[config.mk]
export PLATFORM = sky130hd
export DESIGN_NAME = tts_front
export DESIGN_NICKNAME = d
export VERILOG_FILES = /design/src/sv/tridiagonal_thomas_solver_assert.svh /design/src/sv/tts_pkg.sv /design/src/sv/tts_front.sv
export SDC_FILE = /design/constraint.sdc
export NUM_CORES = 1
export LEC_CHECK = 0
export BUFFER_PORTS_ARGS = -buffer_cell sky130_fd_sc_hd__buf_2
export CAP_MARGIN = 20
export CORE_MARGIN = 5
export CORE_UTILIZATION = 50
export CTS_BUF_LIST = sky130_fd_sc_hd__clkbuf_8
export DETAILED_ROUTE_END_ITERATION = 6
export PLACE_DENSITY = 0.77
export SLEW_MARGIN = 5
export SYNTH_ARGS = -nofsm -noshare
export SYNTH_HDL_FRONTEND = slang
export SYNTH_SLANG_ARGS = --single-unit
[constraint.sdc]
create_clock -name clock -period 5.2 [get_ports clock]
set_input_delay 0.52 -clock clock [delete_from_list [all_inputs] [get_ports clock]]
set_output_delay 0.52 -clock clock [all_outputs]
set_load 0.01 [all_outputs]
[src/sv/tridiagonal_thomas_solver_assert.svh]
// Assertion macros used by the solver's top-level RTL.
`ifndef TRIDIAGONAL_THOMAS_SOLVER_ASSERT_SVH
`define TRIDIAGONAL_THOMAS_SOLVER_ASSERT_SVH

// The consequent must hold in the same cycle as the antecedent.
`define TTS_ASSERT_NOW(label, clk, rst, ante, cons) \
   label: assert property (@(posedge clk) disable iff (rst) (ante) |-> (cons)) \
      else $error("solver assertion failed");

// The consequent must hold in the cycle after the antecedent.
`define TTS_ASSERT_NEXT(label, clk, rst, ante, cons) \
   label: assert property (@(posedge clk) disable iff (rst) (ante) |=> (cons)) \
      else $error("solver assertion failed");

`endif

[src/sv/tts_pkg.sv]
package tts_pkg;

   localparam int MAX_ROWS   = 64;
   localparam int FRAC_BITS  = 16;
   localparam int DATA_WIDTH = 32;
   localparam int IN_WIDTH   = 32;
   localparam int IDX_WIDTH  = 6;

   typedef enum logic [1:0] {
      ERR_NONE  = 2'd0,
      ERR_PIVOT = 2'd1,
      ERR_ROWS  = 2'd2,
      ERR_SAT   = 2'd3
   } err_type;

   typedef struct packed {
      logic signed [IN_WIDTH-1:0] sub_diag;
      logic signed [IN_WIDTH-1:0] main_diag;
      logic signed [IN_WIDTH-1:0] super_diag;
      logic signed [IN_WIDTH-1:0] rhs;
      logic                       last_row;
   } req_type;

   typedef struct packed {
      logic signed [IN_WIDTH-1:0] solution;
      logic [IDX_WIDTH-1:0]       row_index;
      logic                       final_res;
      logic [1:0]                 error;
   } rsp_type;

   // Head of the row queue as seen by the back end.
   typedef struct packed {
      logic valid;
      logic last;
      logic sat_in;
   } queue_stat_type;

   typedef enum logic [3:0] {
      S_IDLE,
      S_MUL_G,
      S_MUL_U,
      S_PIVOT,
      S_DIV_G,
      S_DIV_U,
      S_STORE,
      S_BACK,
      S_BS_RD,
      S_BS_WAIT,
      S_BS_MUL,
      S_EM_RD,
      S_EM_OUT
   } back_state_type;

endpackage

[src/sv/tts_front.sv]
module tts_front #(
   parameter int DATA_WIDTH = tts_pkg::DATA_WIDTH
) (
   input  logic                          clock,
   input  logic                          reset,
   input  logic                          start,
   output logic                          busy,
   input  tts_pkg::req_type              req_data,
   input  logic                          pop,
   output tts_pkg::queue_stat_type       stat,
   output logic signed [DATA_WIDTH-1:0]  a_out,
   output logic signed [DATA_WIDTH-1:0]  b_out,
   output logic signed [DATA_WIDTH-1:0]  c_out,
   output logic signed [DATA_WIDTH-1:0]  d_out
);

   localparam int IW = tts_pkg::IN_WIDTH;
   localparam int XW = (DATA_WIDTH > IW) ? DATA_WIDTH : IW;
   localparam logic signed [DATA_WIDTH-1:0] VMAX = {1'b0, {(DATA_WIDTH-1){1'b1}}};
   localparam logic signed [DATA_WIDTH-1:0] VMIN = {1'b1, {(DATA_WIDTH-1){1'b0}}};

   // Returns the saturation flag above the clamped value.
   function automatic logic [DATA_WIDTH:0] clamp_in(input logic signed [IW-1:0] x);
      logic signed [XW-1:0]         xe;
      logic signed [DATA_WIDTH-1:0] t;
      xe = XW'(x);
      t  = DATA_WIDTH'(xe);
      if (XW'(t) == xe) begin
         return {1'b0, t};
      end
      return {1'b1, x[IW-1] ? VMIN : VMAX};
   endfunction

   logic signed [DATA_WIDTH-1:0] a_ff [2];
   logic signed [DATA_WIDTH-1:0] b_ff [2];
   logic signed [DATA_WIDTH-1:0] c_ff [2];
   logic signed [DATA_WIDTH-1:0] d_ff [2];
   logic                         last_ff [2];
   logic                         sat_ff [2];
   logic                         wr_ptr_ff, wr_ptr_in;
   logic                         rd_ptr_ff, rd_ptr_in;
   logic [1:0]                   fill_ff, fill_in;

   logic [DATA_WIDTH:0] ca, cb, cc, cd;
   logic                push;

   assign ca = clamp_in(req_data.sub_diag);
   assign cb = clamp_in(req_data.main_diag);
   assign cc = clamp_in(req_data.super_diag);
   assign cd = clamp_in(req_data.rhs);

   assign busy = (fill_ff == 2'd2);
   assign push = start && !busy;

   always_comb begin
      wr_ptr_in = push ? !wr_ptr_ff : wr_ptr_ff;
      rd_ptr_in = pop ? !rd_ptr_ff : rd_ptr_ff;
      fill_in   = fill_ff + 2'(push) - 2'(pop);
   end

   always_ff @(posedge clock) begin
      if (reset) begin
         wr_ptr_ff <= 1'b0;
         rd_ptr_ff <= 1'b0;
         fill_ff   <= 2'd0;
      end else begin
         wr_ptr_ff <= wr_ptr_in;
         rd_ptr_ff <= rd_ptr_in;
         fill_ff   <= fill_in;
      end
   end

   always_ff @(posedge clock) begin
      if (push) begin
         a_ff[wr_ptr_ff]    <= ca[DATA_WIDTH-1:0];
         b_ff[wr_ptr_ff]    <= cb[DATA_WIDTH-1:0];
         c_ff[wr_ptr_ff]    <= cc[DATA_WIDTH-1:0];
         d_ff[wr_ptr_ff]    <= cd[DATA_WIDTH-1:0];
         last_ff[wr_ptr_ff] <= req_data.last_row;
         sat_ff[wr_ptr_ff]  <= ca[DATA_WIDTH] | cb[DATA_WIDTH] | cc[DATA_WIDTH] | cd[DATA_WIDTH];
      end
   end

   always_comb begin
      stat.valid  = (fill_ff != 2'd0);
      stat.last   = last_ff[rd_ptr_ff];
      stat.sat_in = sat_ff[rd_ptr_ff];
      a_out       = a_ff[rd_ptr_ff];
      b_out       = b_ff[rd_ptr_ff];
      c_out       = c_ff[rd_ptr_ff];
      d_out       = d_ff[rd_ptr_ff];
   end

endmodule

==> summary.txt, run 1 <==
Run status
  – Status: finished, final reports clean

STA
  – Final Setup Violations: 0
  – RSZ-0062 raised after global routing: no
  – Skew final: 0.00670 ns
  – Slack of the critical path: 2.27 ns
  – Tmin final: 2.93 ns
  – Final TNS setup: 0 ns
  – Fmax: 341 MHz
  – Final Hold Viols: 0
  – Max-slew violations: 0
  – Worst Max-Slew Pin Slew: 0.874 ns
  – Worst rel slew slack: 0.417
  – Tcrit/Tclk final: 0.564

Die
  – Core ar.: 0.0188 mm²
  – Die X-Extent: 148 µm
  – I/O Pins: 265
  – Starting Density: 0.511
  – Die area: 0.0220 mm²
  – Chip Height: 148 µm
  – Rows: 50

Critical path
  – Setup crit end: b_out[26]
  – Reg-to-reg slack, setup: 2.79 ns
  – Startpoint Class: flip-flop
  – Worst path max stage delay: 0.88 ns
  – Worst Setup Path Type: flip-flop to primary output
  – Crit-path slowest cell: dfxtp_4
  – Worst Path Required: 4.68 ns
  – RR Startpoint: fill_ff[0]
  – Crit-path max FO: 67
  – Worst Setup End Kind: primary output
  – Worst R2R End: c_ff[1][9]
  – R2R depth: 3
  – Crit path cell chain: buf_12 -> mux2_2 -> buf_2
  – CP arrival: 2.41 ns

Synth
  – #FFs+latches synth: 263
  – Mapped Area: 0.00959 mm²
  – Synthesis Warnings: 0
  – Post-synth top cells: edfxtp_1, mux2_2, buf_6
  – Post-synth EDFFs: 258
  – Top-count cell post-synth: edfxtp_1
  – Syn avg cell area: 22.4 µm²
  – Cell variety after synth: 20
  – Top_reg_cell synth: edfxtp_1
  – Synth top area share: 0.808
  – Share of flip-flops with an asynchronous set or reset: 0
  – Sequential element share of the synthesized area: 0.818
  – Cells after Synth: 428
  – Area leader, netlist: edfxtp_1
  – Ranking of synthesized cells by area: edfxtp_1, mux2_2, buf_6, dfxtp_1, ha_1
  – Post-Syn Nets: 563

Global routing
  – Largest net degree at the start of global routing: 130
  – First-pass GRT wire length: 27800 µm
  – Total GRT Usage: 0.161
  – Vias in the first global route: 5366
  – Gr ovfl total: 0
  – Initial antenna violation count: 4

Layout
  – Nets: 859
  – Fillers: 1325
  – P&R area growth vs syn: 23.2%
  – Share of cells above drive strength 1: 0.600

Route
  – Post-DR vias/cell: 5.03
  – Total Wirelength: 18300 µm
  – Mean routed wirelength per cell: 18.6 µm
  – Drt first pass iters: 5
  – DRT iter0 DRCs: 221
  – Vias: 4948
  – Antenna Violating Nets Remaining: 0
  – DRC viols: 0

Place
  – Final Wtd Congestion: 0.741
  – Port bufs: 263
  – DP Worst Slack: 2.62 ns
  – DP HPWL: 12200 µm

Clock network
  – Cts hold-fix bufs: 0
  – TritonCTS clock tree: done
  – Worst-skew pair later-pin latency: 0.51 ns
  – CTS resizes: 0
  – Setup bufs post-CTS: 0
  – Clock-pin slew on the worst setup and hold paths: 0.06 ns
  – CTS buffer count: 42
  – Number of H-tree levels: 2
  – CTS Root Cell: clkbuf_8
  – CTS sink count: 263
  – Clock tree buffer depth: 3

Power and ir drop
  – PD cells: 425 mW/mm²
  – Peak supply drop: 0.333 mV
  – Lkg Pwr: 4.49 nW

Worst hold path
  – HP Class: input pin to flip-flop

Run
  – Max-cap violations: 0
[sequential cells by signal, summed over array words and instances (netlist names), named ones only]
register,count
a_ff,64
b_ff,64
c_ff,64
d_ff,64
fill_ff,2
last_ff,2
rd_ptr_ff,1
wr_ptr_ff,1
[where the power goes]
group	internal [mW]	leakage, nW	total [mW]	switching (mW)
clock	0.784	0.412	1.48	0.699
combinational	0.349	1.63	0.800	0.450
sequential	2.66	2.45	2.74	0.0769
[placed cells by master, fill, tap and decap left out, types with 2 or more instances in the layout]
cell,synthesis,layout
buf_2,1,263
edfxtp_1,258,258
inv_1,4,16
mux2_2,129,129
diode_2,0,2
buf_4,1,2
ha_1,2,2
clkinv_2,0,2
clkbuf_8,0,45
buf_12,0,2
nor2_1,3,3
xnor2_1,2,2
dfxtp_1,5,4
clkinv_1,0,7
[final cells by class]
type	count	area, µm²	area share
antenna	2	5.00	0.000424
clock buffer	45	619	0.0524
clock inverter	22	85.1	0.00720
inverter	4	17.5	0.00148
multi-input combinational	146	1570	0.133
sequential	263	7850	0.665
tap	234	293	0.0248
timing repair buffer	267	1370	0.116
[critical path, delay by kind of cell, from the launching register on]
family / cells / cell delay [ns]
mux: 1 / 0.40
flops: 1 / 0.88
buf+inv: 2 / 0.56
[metal layers]
metal,share of wire,up-vias,global-route usage
met5,0.0015,-,0
met1,0.39,2409,0.195
li1,-,2286,-
met4,0.023,4,0.0642
met2,0.49,215,0.267
met3,0.092,34,0.0536
[how the worst min path moves through the flow]
stage	from	cells after the start	endpoint	slack, ns
final	req_data[43]	1	c_ff[1][10]	0.19
after global routing	req_data[115]	1	a_ff[1][18]	0.15
after CTS	req_data[115]	1	a_ff[0][18]	0.15
after detailed placement	rd_ptr_ff	2	flip-flop	0.52
after global placement	wr_ptr_ff	2	wr_ptr_ff	0.48
after floorplan	wr_ptr_ff	2	wr_ptr_ff	0.45
[cells by family (layout without fill, tap and decap cells)]
logic type | count (synthesis) | count (layout) | synth area share
buffers and inverters | 19 | 338 | 0.0181
XOR/XNOR | 3 | 3 | 0.00274
flip-flops | 263 | 263 | 0.818
AO/OA/AOI/OAI | 2 | 2 | 0.00104
adder cells (fa/ha/maj) | 2 | 2 | 0.00261
other | 1 | 3 | 0.000391
AND/OR/NAND/NOR | 9 | 9 | 0.00509
multiplexers | 129 | 129 | 0.152
[stage by stage]
| step | hold slack (ns) | util | area (µm²) | power [mW] | cells |
|---|---|---|---|---|---|
| finish | 0.193 | 0.629 | 11800 | 5.02 | 983 |
| global route | 0.151 | 0.629 | 11800 | 5.28 | 983 |
| CTS | 0.153 | 0.629 | 11800 | 5.10 | 981 |
| detailed placement | 0.521 | 0.592 | 11100 | 3.60 | 914 |
| global placement | 0.482 | 0.592 | 11100 | 3.56 | 914 |
| floorplan | 0.452 | - | 9590 | 3.27 | 428 |
No activity file was read; power rests on OpenSTA's default activity.
==> run 2, diff against run 1 <==
- clock period: 5.2 -> 2.8 ns (I/O delays scaled with it)
==> summary.txt, run 2 (synthesized netlist as in run 1, its figures left out) <==
Critical path
  – Crit path cell chain: buf_12 -> mux2_2 -> buf_2 (unchanged)
  – Crit-path max FO: 69 (was 67)
  – Worst path max stage delay: 0.40 ns (was 0.88 ns)
  – WP buf/inv: 2 (unchanged)
  – Crit-path slowest cell: mux2_2 (was dfxtp_4)
  – Worst Setup End Kind: primary output (unchanged)
  – Crit-path leading delay family: buffers and inverters (was flip-flops)
  – CP arrival: 1.82 ns (was 2.41 ns)
  – Worst Setup Path Type: flip-flop to primary output (unchanged)
  – Worst Path Required: 2.52 ns (was 4.68 ns)
  – Startpoint Class: flip-flop (unchanged)

Layout
  – Fillers: 1134 (was 1325)
  – Commonest non-fill, non-tap cell in the layout: buf_2 (unchanged)
  – Nets: 992 (was 859)
  – P&R area growth vs syn: 38.0% (was 23.2%)
  – Antenna diode count: 0 (was 2)
  – Share of cells above drive strength 1: 0.518 (was 0.600)
  – Commonest non-fill, non-tap cells in the layout: buf_2, edfxtp_1, dlygate4sd3_1, mux2_2, clkbuf_8 (was buf_2, edfxtp_1, mux2_2, clkbuf_8, inv_1)

Clock network
  – CTS Root Cell: clkbuf_8 (unchanged)
  – Clock-pin slew on the worst setup and hold paths: 0.05 ns (was 0.06 ns)
  – Worst-skew pair later-pin latency: 0.53 ns (was 0.51 ns)
  – CTS buffer count: 43 (was 42)
  – CTS sink count: 263 (unchanged)
  – TritonCTS clock tree: done (unchanged)
  – Number of H-tree levels: 2 (unchanged)
  – Clock tree buffer depth: 3 (unchanged)

STA
  – Hold WS: 0.0722 ns (was 0.193 ns)
  – Fmax: 477 MHz
  – Tcrit/Tclk final: 0.748
  – RSZ-0062 raised after global routing: no (unchanged)
  – Tmin final: 2.10 ns
  – Final Hold Viols: 0 (unchanged)
  – Slack of the critical path: 0.705 ns (was 2.27 ns)
  – Skew final: 0.0228 ns (was 0.00670 ns)
  – Final Setup Violations: 0 (unchanged)
  – Max-slew violations: 0 (unchanged)

Die
  – I/O Pins: 265 (unchanged)
  – Rows: 50 (unchanged)
  – Starting Density: 0.511 (unchanged)
  – Chip Height: 148 µm (unchanged)
  – Die area: 0.0220 mm² (unchanged)
  – Core ar.: 0.0188 mm² (unchanged)
  – Die X-Extent: 148 µm (unchanged)

Run
  – Max-cap violations: 0 (unchanged)

Route
  – DRC viols: 0 (unchanged)
  – Mean routed wirelength per cell: 19.1 µm (was 18.6 µm)
  – Antenna Violating Nets Remaining: 0 (unchanged)
  – Drt first pass iters: 4 (was 5)
  – Post-DR vias/cell: 4.98 (was 5.03)
  – Total Wirelength: 21300 µm (was 18300 µm)
  – DRT iter0 DRCs: 207 (was 221)
  – Vias: 5569 (was 4948)

Global routing
  – Largest net degree at the start of global routing: 76 (was 130)
  – Total GRT Usage: 0.188 (was 0.161)
  – Vias in the first global route: 6347 (was 5366)
  – First-pass GRT wire length: 32600 µm (was 27800 µm)
  – Initial antenna violation count: 0 (was 4)
  – Gr ovfl total: 0 (unchanged)

Power and ir drop
  – Final Power: 9.72 mW (was 5.02 mW)
  – Peak supply drop: 0.533 mV (was 0.333 mV)
  – Lkg Pwr: 5.06 nW (was 4.49 nW)
  – PD cells: 735 mW/mm² (was 425 mW/mm²)

Place
  – Final Wtd Congestion: 0.755 (was 0.741)
  – DP Worst Slack: 1.04 ns (was 2.62 ns)
  – DP HPWL: 12500 µm (was 12200 µm)
  – Port bufs: 263 (unchanged)

Run status
  – Status: finished, final reports clean (unchanged)

Worst hold path
  – HP Class: input pin to flip-flop (unchanged)
-- run 2: cell count changes in the layout (fill, tap and decap cells not counted), sizes merged --
cell,previous run,this run
clkinvlp,0,4
dlygate4sd3,0,130
inv,17,14
clkinv,9,15
clkbuf,45,43
bufinv,0,1
buf,267,269
diode,2,0
-- run 2: cell type report --
type	instances	area, µm²	area share
clock buffer	43	592	0.0447
clock inverter	30	156	0.0118
inverter	4	21.3	0.00161
multi-input combinational	146	1580	0.120
sequential	263	7850	0.593
tap	234	293	0.0221
timing repair buffer	399	2740	0.207
-- run 2: timing repair --
item / in CTS / in global routing
resized for setup: 0 / 0
hold buffers: 130 / 0
buffers inserted: 0 / 0
setup endpoints to repair: 0 / 0
hold endpoints to repair: 263 / 0
-- run 2: path summary, 6_finish.rpt --
path                                 start          end  slack [ns]  cells past startpoint
worst max-delay path             flip-flop    c_out[18]        0.70                      3
worst max register to register  fill_ff[0]  c_ff[0][14]        1.02                      5
worst min-delay path                   pop    flip-flop        0.07                      3
worst min register to register   wr_ptr_ff    wr_ptr_ff        0.52                      2
-- run 2: power by group --
| group | switching [mW] | internal (mW) | leakage [nW] |
|---|---|---|---|
| combinational | 0.940 | 0.809 | 2.19 |
| sequential | 0.121 | 4.94 | 2.45 |
| clock | 1.39 | 1.52 | 0.418 |
-- run 2: layer usage --
metal	vias to the layer above	share of wire	track usage
met5	-	0	0
li1	2559	-	-
met2	242	0.53	0.342
met1	2724	0.37	0.210
met3	44	0.076	0.0567
met4	0	0.024	0.0665
-- run 2: through the flow --
stage,cells,instance area (µm²),setup TNS [ns],utilization
after floorplan,428,9610,-15.01,-
after global placement,916,11200,0,0.596
after detailed placement,916,11200,0,0.596
after CTS,1119,13200,0,0.705
after global routing,1119,13200,0,0.705
final,1119,13200,0,0.705
-- run 2: worst reg2reg max path, stage by stage (launching register included) --
cell	delay, ns
dfxtp_1	0.36
nand2b_4	0.17
inv_4	0.04
or3_4	0.38
clkinvlp_4	0.12
buf_12	0.32
==> run 3, diff against run 2 <==
- clock period: 2.8 -> 2.1 ns (I/O delays scaled with it)
==> summary.txt, run 3 (synthesized netlist as in run 1, its figures left out) <==
Run status
  – Status: finished, final reports clean (unchanged)

Power and ir drop
  – Peak supply drop: 0.741 mV (was 0.533 mV)
  – Lkg Pwr: 5.14 nW (was 5.06 nW)
  – PD cells: 980 mW/mm² (was 735 mW/mm²)

STA
  – Final TNS setup: 0 ns (unchanged)
  – Final Setup Violations: 0 (unchanged)
  – Hold WS: 0.108 ns (was 0.0722 ns)
  – RSZ-0062 raised after global routing: no (unchanged)
  – Tmin final: 1.99 ns
  – Final Hold Viols: 0 (unchanged)
  – Tcrit/Tclk final: 0.946
  – Skew final: 0.0191 ns (was 0.0228 ns)
  – Fmax: 503 MHz
  – Max-slew violations: 0 (unchanged)

Layout
  – Finished Core Util: 0.710 (was 0.705)
  – P&R area growth vs syn: 39.0% (was 38.0%)
  – Share of cells above drive strength 1: 0.516 (was 0.518)
  – Non-filler instance count after layout: 1130 (was 1119)
  – Post-route design area: 0.0133 mm² (was 0.0132 mm²)
  – Commonest non-fill, non-tap cell in the layout: buf_2 (unchanged)
  – FF+latch area: 0.00785 mm² (unchanged)
  – Commonest non-fill, non-tap cells in the layout: buf_2, edfxtp_1, dlygate4sd3_1, mux2_2, clkbuf_8 (unchanged)
  – Area occupied by multi-input gates: 0.00158 mm² (unchanged)
  – Fillers: 1134 (unchanged)
  – Nets: 999 (was 992)

Worst hold path
  – Min-Delay Startpoint: start (was pop)
  – HP Class: input pin to flip-flop (unchanged)
  – Worst hold path cell count: 4 (was 3)
  – Hold Path End: wr_ptr_ff

Clock network
  – TritonCTS clock tree: done (unchanged)
  – CTS buffer count: 42 (was 43)
  – Clock tree buffer depth: 3 (unchanged)
  – CTS sink count: 263 (unchanged)
  – Clock-pin slew on the worst setup and hold paths: 0.06 ns (was 0.05 ns)
  – Number of H-tree levels: 2 (unchanged)
  – Worst-skew pair later-pin latency: 0.52 ns (was 0.53 ns)
  – CTS Root Cell: clkbuf_8 (unchanged)

Die
  – Die area: 0.0220 mm² (unchanged)
  – I/O Pins: 265 (unchanged)
  – Starting Density: 0.511 (unchanged)
  – Core ar.: 0.0188 mm² (unchanged)
  – Die X-Extent: 148 µm (unchanged)
  – Chip Height: 148 µm (unchanged)
  – Rows: 50 (unchanged)

Critical path
  – Worst R2R End: d_ff[0][3] (was c_ff[0][14])
  – Worst path max stage delay: 0.47 ns (was 0.40 ns)
  – R2R depth: 5 (unchanged)
  – Worst Setup Path Type: flip-flop to primary output (unchanged)
  – CP arrival: 1.78 ns (was 1.82 ns)
  – WP buf/inv: 2 (unchanged)
  – Crit-path slowest cell: dfxtp_4 (was mux2_2)
  – Reg-to-reg slack, setup: 0.24 ns (was 1.02 ns)
  – RR Startpoint: fill_ff[0] (unchanged)
  – Crit path cell chain: buf_4 -> mux2_2 -> buf_2 (was buf_12 -> mux2_2 -> buf_2)
  – Crit-path leading delay family: flip-flops (was buffers and inverters)
  – Worst Setup End Kind: primary output (unchanged)
  – Worst Path Required: 1.89 ns (was 2.52 ns)
  – Startpoint Class: flip-flop (unchanged)
  – Crit-path max FO: 14 (was 69)

Place
  – Final Wtd Congestion: 0.724 (was 0.755)
  – DP HPWL: 13200 µm (was 12500 µm)
  – Placement Cell Area: 0.0112 mm² (about the same)
  – Port bufs: 263 (unchanged)
  – Placed cell count: 922 (was 916)

Global routing
  – Largest net degree at the start of global routing: 79 (was 76)
  – Vias in the first global route: 6264 (was 6347)
  – Initial antenna violation count: 1 (was 0)
  – First-pass GRT wire length: 33000 µm (was 32600 µm)
  – Total GRT Usage: 0.194 (was 0.188)
  – Gr ovfl total: 0 (unchanged)

Run
  – Max-cap violations: 0 (unchanged)

Route
  – Vias: 5582 (was 5569)
  – Drt first pass iters: 4 (unchanged)
  – Post-DR vias/cell: 4.94 (was 4.98)
  – Antenna Violating Nets Remaining: 0 (unchanged)
  – Mean routed wirelength per cell: 19.3 µm (was 19.1 µm)
  – DRC viols: 0 (unchanged)
  – DRT iter0 DRCs: 194 (was 207)
  – Total Wirelength: 21800 µm (was 21300 µm)
-- run 3: worst max-delay path by stage --
stage	to	depth (start not counted)
CTS	b_out[7]	3
finish	a_out[20]	3
global placement	a_ff[0][18]	5
floorplan	a_ff[0][0]	4
global route	a_out[20]	3
detailed placement	a_ff[0][13]	5
-- run 3: where the power goes --
part	internal (mW)	switching (mW)
Combinational	1.10	1.25
Sequential	6.59	0.176
Clock	2.12	1.83
-- run 3: worst register-to-register path: stages (launching register included) --
cell and delay [ns]:
dfxtp_1 0.36, nand2b_4 0.16, inv_4 0.04, or3_4 0.37
clkinvlp_4 0.12, buf_12 0.35
-- run 3: metrics by stage --
stage	total power, mW	worst slack [ns]
final	13.1	0.114
after floorplan	8.09	-0.816
after global placement	8.90	0.352
after detailed placement	9.02	0.281
after CTS	13.2	0.0438
after global routing	13.6	0.00579
-- run 3: layer usage --
metal | global-route usage | wire length, µm | vias to the layer above
met5 | 0 | 0 | -
met4 | 0.0748 | 532 | 0
met2 | 0.351 | 11700 | 230
met1 | 0.208 | 7810 | 2734
met3 | 0.0649 | 1760 | 44
li1 | - | - | 2574
-- run 3: repair_timing --
action                                  4_1_cts  5_1_grt
endpoints found under the setup margin       63        0
endpoints found under the hold margin       263        0
resized for setup                             0        0
hold buffers                                131        0
buffers inserted                              1        0
-- run 3: layout make-up --
class                      instances  area share
multi-input combinational        146       0.119
clock inverter                    28     0.00995
sequential                       263       0.589
timing repair buffer             407       0.211
antenna                            2    0.000375
tap                              234      0.0220
clock buffer                      46      0.0475
inverter                           4     0.00160
